===== src/hdl/gag_pkg.sv =====
// Shared types and constants for the generations automaton grid engine.
// Used by the sequencer, the datapath, the top level and the checker.
package gag_pkg;

  localparam int MAX_WIDTH  = 256;
  localparam int MAX_HEIGHT = 256;
  localparam int CFG_W      = 9;
  localparam int LEVEL_W    = 8;
  localparam int COUNT_W    = 4;
  localparam int POS_W      = 8;
  localparam int ROW_W      = $clog2(MAX_HEIGHT);
  localparam int COL_W      = $clog2(MAX_WIDTH);
  localparam int ADDR_W     = 1 + ROW_W + COL_W;
  localparam int UPC_W      = 4;
  localparam int IN_DATA_W  = 24;
  localparam int OUT_DATA_W = 16;
  localparam int CFG_IDX_W  = 3;

  // level codes
  localparam logic [LEVEL_W-1:0] LEVEL_DEAD  = LEVEL_W'(0);
  localparam logic [LEVEL_W-1:0] LEVEL_ALIVE = LEVEL_W'(1);

  // configuration register indexes
  localparam logic [CFG_IDX_W-1:0] CFG_BIRTH   = CFG_IDX_W'(0);
  localparam logic [CFG_IDX_W-1:0] CFG_SURVIVE = CFG_IDX_W'(1);
  localparam logic [CFG_IDX_W-1:0] CFG_STATES  = CFG_IDX_W'(2);
  localparam logic [CFG_IDX_W-1:0] CFG_WIDTH   = CFG_IDX_W'(3);
  localparam logic [CFG_IDX_W-1:0] CFG_HEIGHT  = CFG_IDX_W'(4);

  // configuration reset values
  localparam logic [CFG_W-1:0] BIRTH_RST   = CFG_W'(8);
  localparam logic [CFG_W-1:0] SURVIVE_RST = CFG_W'(12);
  localparam logic [CFG_W-1:0] STATES_RST  = CFG_W'(2);
  localparam logic [CFG_W-1:0] STATES_MIN  = CFG_W'(2);
  localparam logic [CFG_W-1:0] WIDTH_RST   = CFG_W'(MAX_WIDTH);
  localparam logic [CFG_W-1:0] HEIGHT_RST  = CFG_W'(MAX_HEIGHT);

  typedef enum logic [1:0] {
    KIND_WRITE  = 2'd0,
    KIND_READ   = 2'd1,
    KIND_UPDATE = 2'd2,
    KIND_COMMIT = 2'd3
  } kind_t;

  typedef enum logic [1:0] {
    ROW_MID,
    ROW_UP,
    ROW_DOWN
  } row_sel_t;

  typedef enum logic [1:0] {
    COL_MID,
    COL_LEFT,
    COL_RIGHT
  } col_sel_t;

  typedef enum logic [1:0] {
    MEM_NONE,
    MEM_READ,
    MEM_WR_CUR,
    MEM_WR_NEXT
  } mem_op_t;

  typedef enum logic [1:0] {
    RES_ZERO,
    RES_ECHO,
    RES_READ,
    RES_UPDATE
  } res_sel_t;

  typedef enum logic [1:0] {
    NX_STEP,
    NX_FETCH,
    NX_DISPATCH
  } next_t;

  // one microcode control word
  typedef struct packed {
    logic     fetch;
    row_sel_t row_sel;
    col_sel_t col_sel;
    mem_op_t  mem_op;
    logic     cnt_en;
    res_sel_t res_sel;
    logic     emit;
    logic     flip;
    next_t    nxt;
  } ctrl_t;

  // datapath status seen by the sequencer
  typedef struct packed {
    kind_t kind;
    logic  in_range;
    logic  in_valid;
    logic  out_busy;
  } status_t;

  // effective configuration, already clamped
  typedef struct packed {
    logic [CFG_W-1:0] birth_mask;
    logic [CFG_W-1:0] survive_mask;
    logic [CFG_W-1:0] num_states;
    logic [CFG_W-1:0] grid_width;
    logic [CFG_W-1:0] grid_height;
  } cfg_t;

endpackage


===== src/hdl/gag_sequencer.sv =====
// Microcode sequencer: step counter, control-word ROM and dispatch by item kind.
// Depends on gag_pkg.
module gag_sequencer (
  input  logic            clk,
  input  logic            rst,
  input  gag_pkg::status_t status,
  output gag_pkg::ctrl_t   ctrl
);
  import gag_pkg::*;

  localparam logic [UPC_W-1:0] LBL_FETCH  = UPC_W'(0);
  localparam logic [UPC_W-1:0] LBL_WRITE  = UPC_W'(1);
  localparam logic [UPC_W-1:0] LBL_READ   = UPC_W'(2);
  localparam logic [UPC_W-1:0] LBL_UPDATE = UPC_W'(4);
  localparam logic [UPC_W-1:0] LBL_COMMIT = UPC_W'(14);
  localparam logic [UPC_W-1:0] LBL_ZERO   = UPC_W'(15);

  function automatic ctrl_t ucode_word(input logic [UPC_W-1:0] pc);
    ctrl_t w;
    w = '{fetch: 1'b0, row_sel: ROW_MID, col_sel: COL_MID, mem_op: MEM_NONE,
          cnt_en: 1'b0, res_sel: RES_ZERO, emit: 1'b0, flip: 1'b0, nxt: NX_STEP};
    case (pc)
      4'd0: begin w.fetch = 1'b1; w.nxt = NX_DISPATCH; end
      4'd1: begin
        w.mem_op = MEM_WR_CUR; w.res_sel = RES_ECHO; w.emit = 1'b1; w.nxt = NX_FETCH;
      end
      4'd2: begin w.mem_op = MEM_READ; end
      4'd3: begin w.res_sel = RES_READ; w.emit = 1'b1; w.nxt = NX_FETCH; end
      // eight neighbors, then the center; each count uses the previous read
      4'd4: begin w.row_sel = ROW_UP;   w.col_sel = COL_LEFT;  w.mem_op = MEM_READ; end
      4'd5: begin
        w.row_sel = ROW_UP;   w.col_sel = COL_MID;   w.mem_op = MEM_READ; w.cnt_en = 1'b1;
      end
      4'd6: begin
        w.row_sel = ROW_UP;   w.col_sel = COL_RIGHT; w.mem_op = MEM_READ; w.cnt_en = 1'b1;
      end
      4'd7: begin
        w.row_sel = ROW_MID;  w.col_sel = COL_LEFT;  w.mem_op = MEM_READ; w.cnt_en = 1'b1;
      end
      4'd8: begin
        w.row_sel = ROW_MID;  w.col_sel = COL_RIGHT; w.mem_op = MEM_READ; w.cnt_en = 1'b1;
      end
      4'd9: begin
        w.row_sel = ROW_DOWN; w.col_sel = COL_LEFT;  w.mem_op = MEM_READ; w.cnt_en = 1'b1;
      end
      4'd10: begin
        w.row_sel = ROW_DOWN; w.col_sel = COL_MID;   w.mem_op = MEM_READ; w.cnt_en = 1'b1;
      end
      4'd11: begin
        w.row_sel = ROW_DOWN; w.col_sel = COL_RIGHT; w.mem_op = MEM_READ; w.cnt_en = 1'b1;
      end
      4'd12: begin w.mem_op = MEM_READ; w.cnt_en = 1'b1; end
      4'd13: begin
        w.mem_op = MEM_WR_NEXT; w.res_sel = RES_UPDATE; w.emit = 1'b1; w.nxt = NX_FETCH;
      end
      4'd14: begin w.flip = 1'b1; w.emit = 1'b1; w.nxt = NX_FETCH; end
      default: begin w.emit = 1'b1; w.nxt = NX_FETCH; end
    endcase
    return w;
  endfunction

  logic [UPC_W-1:0] upc;
  logic [UPC_W-1:0] upc_next;
  ctrl_t            word;
  logic             go;

  assign word = ucode_word(upc);
  // hold the step while the result register is still full
  assign go   = !(word.emit && status.out_busy);

  always_comb begin
    upc_next = upc;
    unique case (word.nxt)
      NX_DISPATCH: begin
        if (status.in_valid) begin
          if (status.kind == KIND_COMMIT) begin
            upc_next = LBL_COMMIT;
          end else if (!status.in_range) begin
            upc_next = LBL_ZERO;
          end else begin
            unique case (status.kind)
              KIND_WRITE: upc_next = LBL_WRITE;
              KIND_READ:  upc_next = LBL_READ;
              default:    upc_next = LBL_UPDATE;
            endcase
          end
        end
      end
      NX_STEP:  upc_next = go ? upc + UPC_W'(1) : upc;
      NX_FETCH: upc_next = go ? LBL_FETCH : upc;
      default:  upc_next = LBL_FETCH;
    endcase
  end

  always_ff @(posedge clk) begin
    if (rst) begin
      upc <= LBL_FETCH;
    end else begin
      upc <= upc_next;
    end
  end

  // drop all side effects of a stalled step
  always_comb begin
    ctrl = word;
    if (!go) begin
      ctrl.mem_op = MEM_NONE;
      ctrl.cnt_en = 1'b0;
      ctrl.emit   = 1'b0;
      ctrl.flip   = 1'b0;
    end
  end

endmodule


===== config.mk =====
export PLATFORM = sky130hd
export DESIGN_NAME = gag_sequencer
export DESIGN_NICKNAME = d
export VERILOG_FILES = /design/src/hdl/gag_pkg.sv /design/src/hdl/gag_sequencer.sv
export SDC_FILE = /design/constraint.sdc
export NUM_CORES = 1
export LEC_CHECK = 0
export BUFFER_PORTS_ARGS = -buffer_cell sky130_fd_sc_hd__buf_4
export CORE_MARGIN = 2
export CORE_UTILIZATION = 36
export CTS_CLUSTER_DIAMETER = 80
export DETAILED_ROUTE_END_ITERATION = 8
export GPL_TIMING_DRIVEN = 0
export PLACE_DENSITY = 0.65
export SETUP_SLACK_MARGIN = 0.05
export SYNTH_ARGS = -nofsm -noshare
export SYNTH_HDL_FRONTEND = slang
export SYNTH_SLANG_ARGS = --single-unit

===== constraint.sdc =====
create_clock -name clk -period 5.2 [get_ports clk]
set_input_delay 0.52 -clock clk [delete_from_list [all_inputs] [get_ports clk]]
set_output_delay 0.52 -clock clk [all_outputs]
set_load 0.05 [all_outputs]

==> summary.md, run 1 <==
| Metric | Value |
|---|---|
| Status | `complete, no violations` |
| IO buf count | `20` |
| Largest net degree at the start of global routing | `11` |
| CTS root buf | `clkbuf_4` |
| Clock Sink Count | `4` |
| Ports | `21` |
| Hold Crit Endpoint | `upc[0]` |
| Post-CTS sizing | `0` |
| Slowest Stage Delay on Critical Path | `0.44 ns` |
| Clock Tree Buf Depth | `2` |
| Clock buffer count from CTS | `3` |
| Inserted Diodes | `0` |
| Chip height | `45.1 um` |
| EDFF count, synth | `0` |
| DRC Markers | `0` |
| Beginning of the worst hold path | `rst` |
| Crit. Startpoint | `upc[0]` |
| Routed wire length | `1610 um` |
| Compound-gate portion of the synthesized area | `36.0%` |
| Avg Cell Area, Syn | `6.91 um^2` |
| Tcrit/Tclk final | `52.7%` |
| Worst-Margin Slew | `0.421 ns` |
| Hold Path Stages | `2` |
| Min Tclk post-route | `2.74 ns` |
| CTS tree | `yes` |
| Reg clk slew, reported paths | `0.04 ns` |
| Critical-path top delay cell | `dfxtp_1` |
| R2r worst-path depth | `6` |
| GP Congestion | `0.781` |
| DP HPWL | `1190 um` |
| Fraction of layout cells with a size suffix above 1 | `27.9%` |
| Synthesized-area fraction occupied by xor and xnor cells | `0%` |
| R2r setup slk | `3.19 ns` |
| Mux cell area share after synthesis | `0%` |
| Synth Net Count | `99` |
| # H-tree levels | `1` |
| Layout area overhead | `31.7%` |
| Asr flop ratio synth | `0%` |
| Cells along the critical path | `ha_1 > clkbuf_1 > o22ai_1 > a41oi_2 > o311a_1 > buf_4` |
| Routed Antenna Nets | `0` |
| Top reg by flops | `upc` |
| 1st-pass router iterations | `4` |
| Starting Density | `39.4%` |
| Crit Path Max Fanout | `9` |
| Sequential area share after synthesis | `13.2%` |
| Maximum capacitance violations | `0` |
| Synth Area in Adders | `9.88%` |
| Fin nets | `124` |
| Reg2Reg Capture Point | `upc[1]` |
| Final hold vios | `0` |
| Synth unique cells | `36` |
| Worst Path Required | `4.68 ns` |
| Vias in the first global route | `690` |
| DRT iter0 DRCs | `18` |
| Mean routed wirelength per cell | `12.6 um` |
| Post-CTS setup buffers | `0` |
| Synth Warn # | `0` |
| Via/cell ratio | `5.76` |
| Critical path arrival | `2.22 ns` |
| Width of the die | `45.1 um` |
| RSZ-0062 raised after global routing | `false` |
| # setup viols final | `0` |
| Simple-Gate Fraction of Synth Area | `28.8%` |
| Global-route wire length before repair | `2790 um` |
| Antenna violations before repair | `0` |
| R2R Path Start | `upc[0]` |
| Cts hold-fix bufs | `0` |
| Slew headroom | `71.9%` |
| Ys flop type | `dfxtp_1` |
| Total core area | `1540 um^2` |
| Main combinational cell family by area after synthesis | `compound AO/OA/AOI/OAI gates` |
| Max reg flops | `4` |
| Total grt overflow | `0` |
| Hold WC Path Type | `in2reg` |
| Post-Synthesis Cells | `88` |
| Die area | `2030 um^2` |
| Crit. End Element | `primary output` |
| Total number of vias | `731` |
| Post-Route Setup TNS | `0 ns` |
| Highest achievable clock rate | `365 MHz` |
| GR Util All Layers | `17.9%` |
| Mapped cell area | `608 um^2` |
| Site row count | `14` |
| Final slew viol count | `0` |
| Leading registers by flop count | `upc x4` |
| Critical path startpoint category | `register` |
| Worst Skew | `0.000168 ns` |
| Register bit total from synthesis | `4` |
| Clk Latency, worst-skew pair | `0.23 ns` |
| CP Class | `reg2out` |
-- placed cells by master (no fill, tap or decap), drive strengths merged, types with 3 or more instances in the layout --
master  count
o22ai       3
and2        3
o21ai       6
dfxtp       4
nand2       7
nor3        3
ha          4
inv         7
clkbuf      8
buf        24
a211oi      3
a21oi       5
nor2        8
-- critical path, delay by kind of cell, from the launching register on --
kind / cells / cell delay, ns
compound gates: 3 / 0.86
fa+ha+maj: 1 / 0.18
buf+inv: 2 / 0.51
flops: 1 / 0.44
-- Yosys cell counts, types with 2 or more instances --
library cell	n	area, um^2
nor2_1	8	30.0
inv_1	7	26.3
nand2_1	7	26.3
o21ai_0	6	30.0
a21oi_1	5	25.0
clkbuf_1	5	18.8
dfxtp_1	4	80.1
ha_1	4	50.1
a211oi_1	3	22.5
nor3_1	3	15.0
o22ai_1	3	18.8
a311oi_1	2	17.5
and2_1	2	12.5
and4b_1	2	20.0
buf_2	2	10.0
nand3_1	2	10.0
nor2b_1	2	12.5
o21a_1	2	15.0
o22a_1	2	17.5
-- cell families (layout without fill, tap and decap cells) --
| logic type | after synthesis | after routing |
|---|---|---|
| DFF | 4 | 4 |
| AOI/OAI and AO/OA | 31 | 31 |
| and+or+nand+nor | 32 | 32 |
| buffers and inverters | 16 | 39 |
| adders and majority gates | 5 | 5 |
-- per-layer routing --
layer	GRT usage, %	vias to the layer above	share of wire [%]
li1	-	363	-
met1	22.3	343	46
met3	4.00	0	6.2
met5	0	-	0
met2	32.3	25	48
met4	1.76	0	0
-- how the worst max path moves through the flow --
stage	slack, ns	to
floorplan	2.60	ctrl[2]
global placement	2.75	ctrl[7]
detailed placement	2.74	ctrl[7]
CTS	2.48	ctrl[7]
global route	2.34	ctrl[7]
finish	2.46	ctrl[7]
-- metrics by stage --
stage | instance area (um^2) | hold WS [ns] | util [%] | setup WS [ns] | std cells
final | 801 | 0.478 | 51.9 | 2.46 | 127
after global routing | 801 | 0.462 | 51.9 | 2.34 | 127
after CTS | 801 | 0.475 | 51.9 | 2.48 | 127
after detailed placement | 778 | 0.595 | 50.5 | 2.74 | 124
after global placement | 778 | 0.582 | 50.5 | 2.75 | 124
after floorplan | 608 | 0.536 | - | 2.60 | 88
-- final cells by class --
cell class / count / area [um^2]
flip-flops and latches: 4 / 80.1
inverters: 7 / 26.3
clock buffers: 3 / 22.5
multi-input cells: 68 / 454
repair buffers: 20 / 150
well taps: 16 / 20.0
fillers: 179 / 741
plain buffers: 9 / 47.5
Power of run 1 is not shown: default switching activity piles up to over one toggle a cycle in this logic, so the estimate is an artifact.
==> run 2: changes to the inputs <==
- PLACE_DENSITY: 0.65 -> 0.67
- clock period: 5.2 -> 2.3 ns (I/O delays scaled with it)
==> summary.md, run 2 (synthesis gave the netlist of run 1 again) <==
| Metric | Value |
|---|---|
| Starting Density | `39.4% (unchanged)` |
| Max reg flops | `4 (unchanged)` |
| RSZ-0062 raised after global routing | `true` |
| Worst-Margin Slew | `0.423 ns (+0.00209 ns)` |
| Beginning of the worst hold path | `rst` |
| Chip height | `45.1 um (unchanged)` |
| Antenna violations before repair | `0 (unchanged)` |
| Via/cell ratio | `5.74 (-0.31%)` |
| Clock Sink Count | `4 (unchanged)` |
| Cells along the critical path | `ha_1 > o22ai_2 > a41oi_4 > o311a_1 > buf_4` |
| Clock Tree Buf Depth | `2 (unchanged)` |
| R2r setup slk | `0.43 ns (-2.76 ns)` |
| Register area | `80.1 um^2 (unchanged)` |
| Hold Crit Endpoint | `upc[3]` |
| # H-tree levels | `1 (unchanged)` |
| Final hold vios | `0 (unchanged)` |
| Leading registers by flop count | `upc x4` |
| Min Tclk post-route | `2.20 ns` |
| Top reg by flops | `upc` |
| Met1 Usage GRT | `24.3% (+2.1 points)` |
| Inserted Diodes | `0 (unchanged)` |
| Cts hold-fix bufs | `0 (unchanged)` |
| Global-route wire length before repair | `2770 um (-0.50%)` |
| CP Class | `reg2out` |
| Hold WC Path Type | `in2reg` |
| Multi-input logic area | `482 um^2 (+6.1%)` |
| CTS tree | `yes` |
| R2r worst-path depth | `6 (unchanged)` |
| Site row count | `14 (unchanged)` |
| Clk Latency, worst-skew pair | `0.24 ns (about the same)` |
| Critical path arrival | `1.97 ns (-0.25 ns)` |
| M3 GR Usage | `4.80% (+0.80 points)` |
| Vias in the first global route | `619 (-10%)` |
| Dpl cells | `124 (unchanged)` |
| Crit. End Element | `primary output` |
| Crit. Startpoint | `upc[1]` |
| Largest net degree at the start of global routing | `11 (unchanged)` |
| Die area | `2030 um^2 (unchanged)` |
| Clock buffer count from CTS | `3 (unchanged)` |
| DRC Markers | `0 (unchanged)` |
| Worst Path Buf+Inv | `1 (-1)` |
| Final slew viol count | `0 (unchanged)` |
| Critical path startpoint category | `register` |
| Most frequent cells in the layout | `21 x buf_4, 8 x nor2_1, 7 x inv_1, 7 x nand2_1` |
| Total grt overflow | `0 (unchanged)` |
| GP Congestion | `0.810 (+3.8%)` |
| Slew headroom | `71.8% (-0.14 points)` |
| Layout fillers | `169 (-5.6%)` |
| Mean routed wirelength per cell | `12.9 um (+1.9%)` |
| GR Util All Layers | `18.3% (+0.36 points)` |
| Ports | `21 (unchanged)` |
| Maximum capacitance violations | `0 (unchanged)` |
| Grt peak-use layer | `met2` |
| DRT iter0 DRCs | `13 (-5)` |
| # setup viols final | `0 (unchanged)` |
| Fraction of layout cells with a size suffix above 1 | `32.7% (+4.8 points)` |
| Worst Skew | `0.00338 ns (+0.00321 ns)` |
| 1st-pass router iterations | `4 (unchanged)` |
| CTS root buf | `clkbuf_4` |
| Routed Antenna Nets | `0 (unchanged)` |
| CP delay by family, top | `compound AO/OA/AOI/OAI gates` |
| Width of the die | `45.1 um (unchanged)` |
| Slowest Stage Delay on Critical Path | `0.41 ns (-0.03 ns)` |
| Reg2Reg Capture Point | `upc[2]` |
| Layout area overhead | `36.0%` |
| Routed wire length | `1620 um (+1.1%)` |
| GR Util met2 | `29.7% (-2.6 points)` |
| Worst Path Required | `2.07 ns (-2.61 ns)` |
| Commonest non-fill, non-tap cell in the layout | `buf_4` |
| Tcrit/Tclk final | `95.5%` |
| Non-filler cells, final | `126 (-0.79%)` |
| Total number of vias | `723 (-1.1%)` |
| DP HPWL | `1230 um (+3.4%)` |
| Hold Path Stages | `2 (unchanged)` |
| Fin nets | `123 (-0.81%)` |
| Reg clk slew, reported paths | `0.04 ns (about the same)` |
| IO buf count | `20 (unchanged)` |
| Highest achievable clock rate | `455 MHz` |
| Status | `complete, no violations` |
| Crit Path Max Fanout | `9 (unchanged)` |
| Total core area | `1540 um^2 (unchanged)` |
| R2R Path Start | `upc[0]` |
| Critical-path top delay cell | `dfxtp_1` |
-- run 2: layout make-up --
class / instances / share of cell area, %
Buffer: 8 / 5.60
Clock buffer: 3 / 2.72
Inverter: 7 / 3.18
Multi-Input combinational cell: 68 / 58.2
Sequential cell: 4 / 9.68
Tap cell: 16 / 2.42
Timing Repair Buffer: 20 / 18.2
-- run 2: metrics by stage --
step	instance area [um^2]	setup WS, ns	util (%)	hold WS, ns	setup TNS (ns)
2_1_floorplan	613	0.0988	-	0.302	0
3_3_place_gp	783	0.176	50.8	0.430	0
3_5_place_dp	783	0.182	50.8	0.427	0
4_1_cts	815	0.0278	52.8	0.175	0
5_1_grt	827	-0.0190	53.7	0.177	-0.0190
6_report	827	0.104	53.7	0.187	0
-- run 2: repair_timing --
action,CTS,global route
resized for setup,2,4
setup buffers,0,0
endpoints found under the setup margin,3,5
pin swaps,1,0
-- run 2: layer usage --
metal  share of wire (%)  vias to the layer above
met5                   0                        -
li1                    -                      358
met1                  45                      331
met2                  47                       34
met3                 8.1                        0
met4                   0                        0
-- run 2: how the worst max path moves through the flow --
stage / slack [ns] / endpoint / cells past startpoint
3_3_place_gp: 0.18 / ctrl[7] / 6
2_1_floorplan: 0.1 / ctrl[12] / 5
3_5_place_dp: 0.18 / ctrl[7] / 6
4_1_cts: 0.03 / ctrl[6] / 8
5_1_grt: -0.02 / ctrl[6] / 8
6_report: 0.10 / ctrl[7] / 5
Power of run 2 is left out for the same reason.
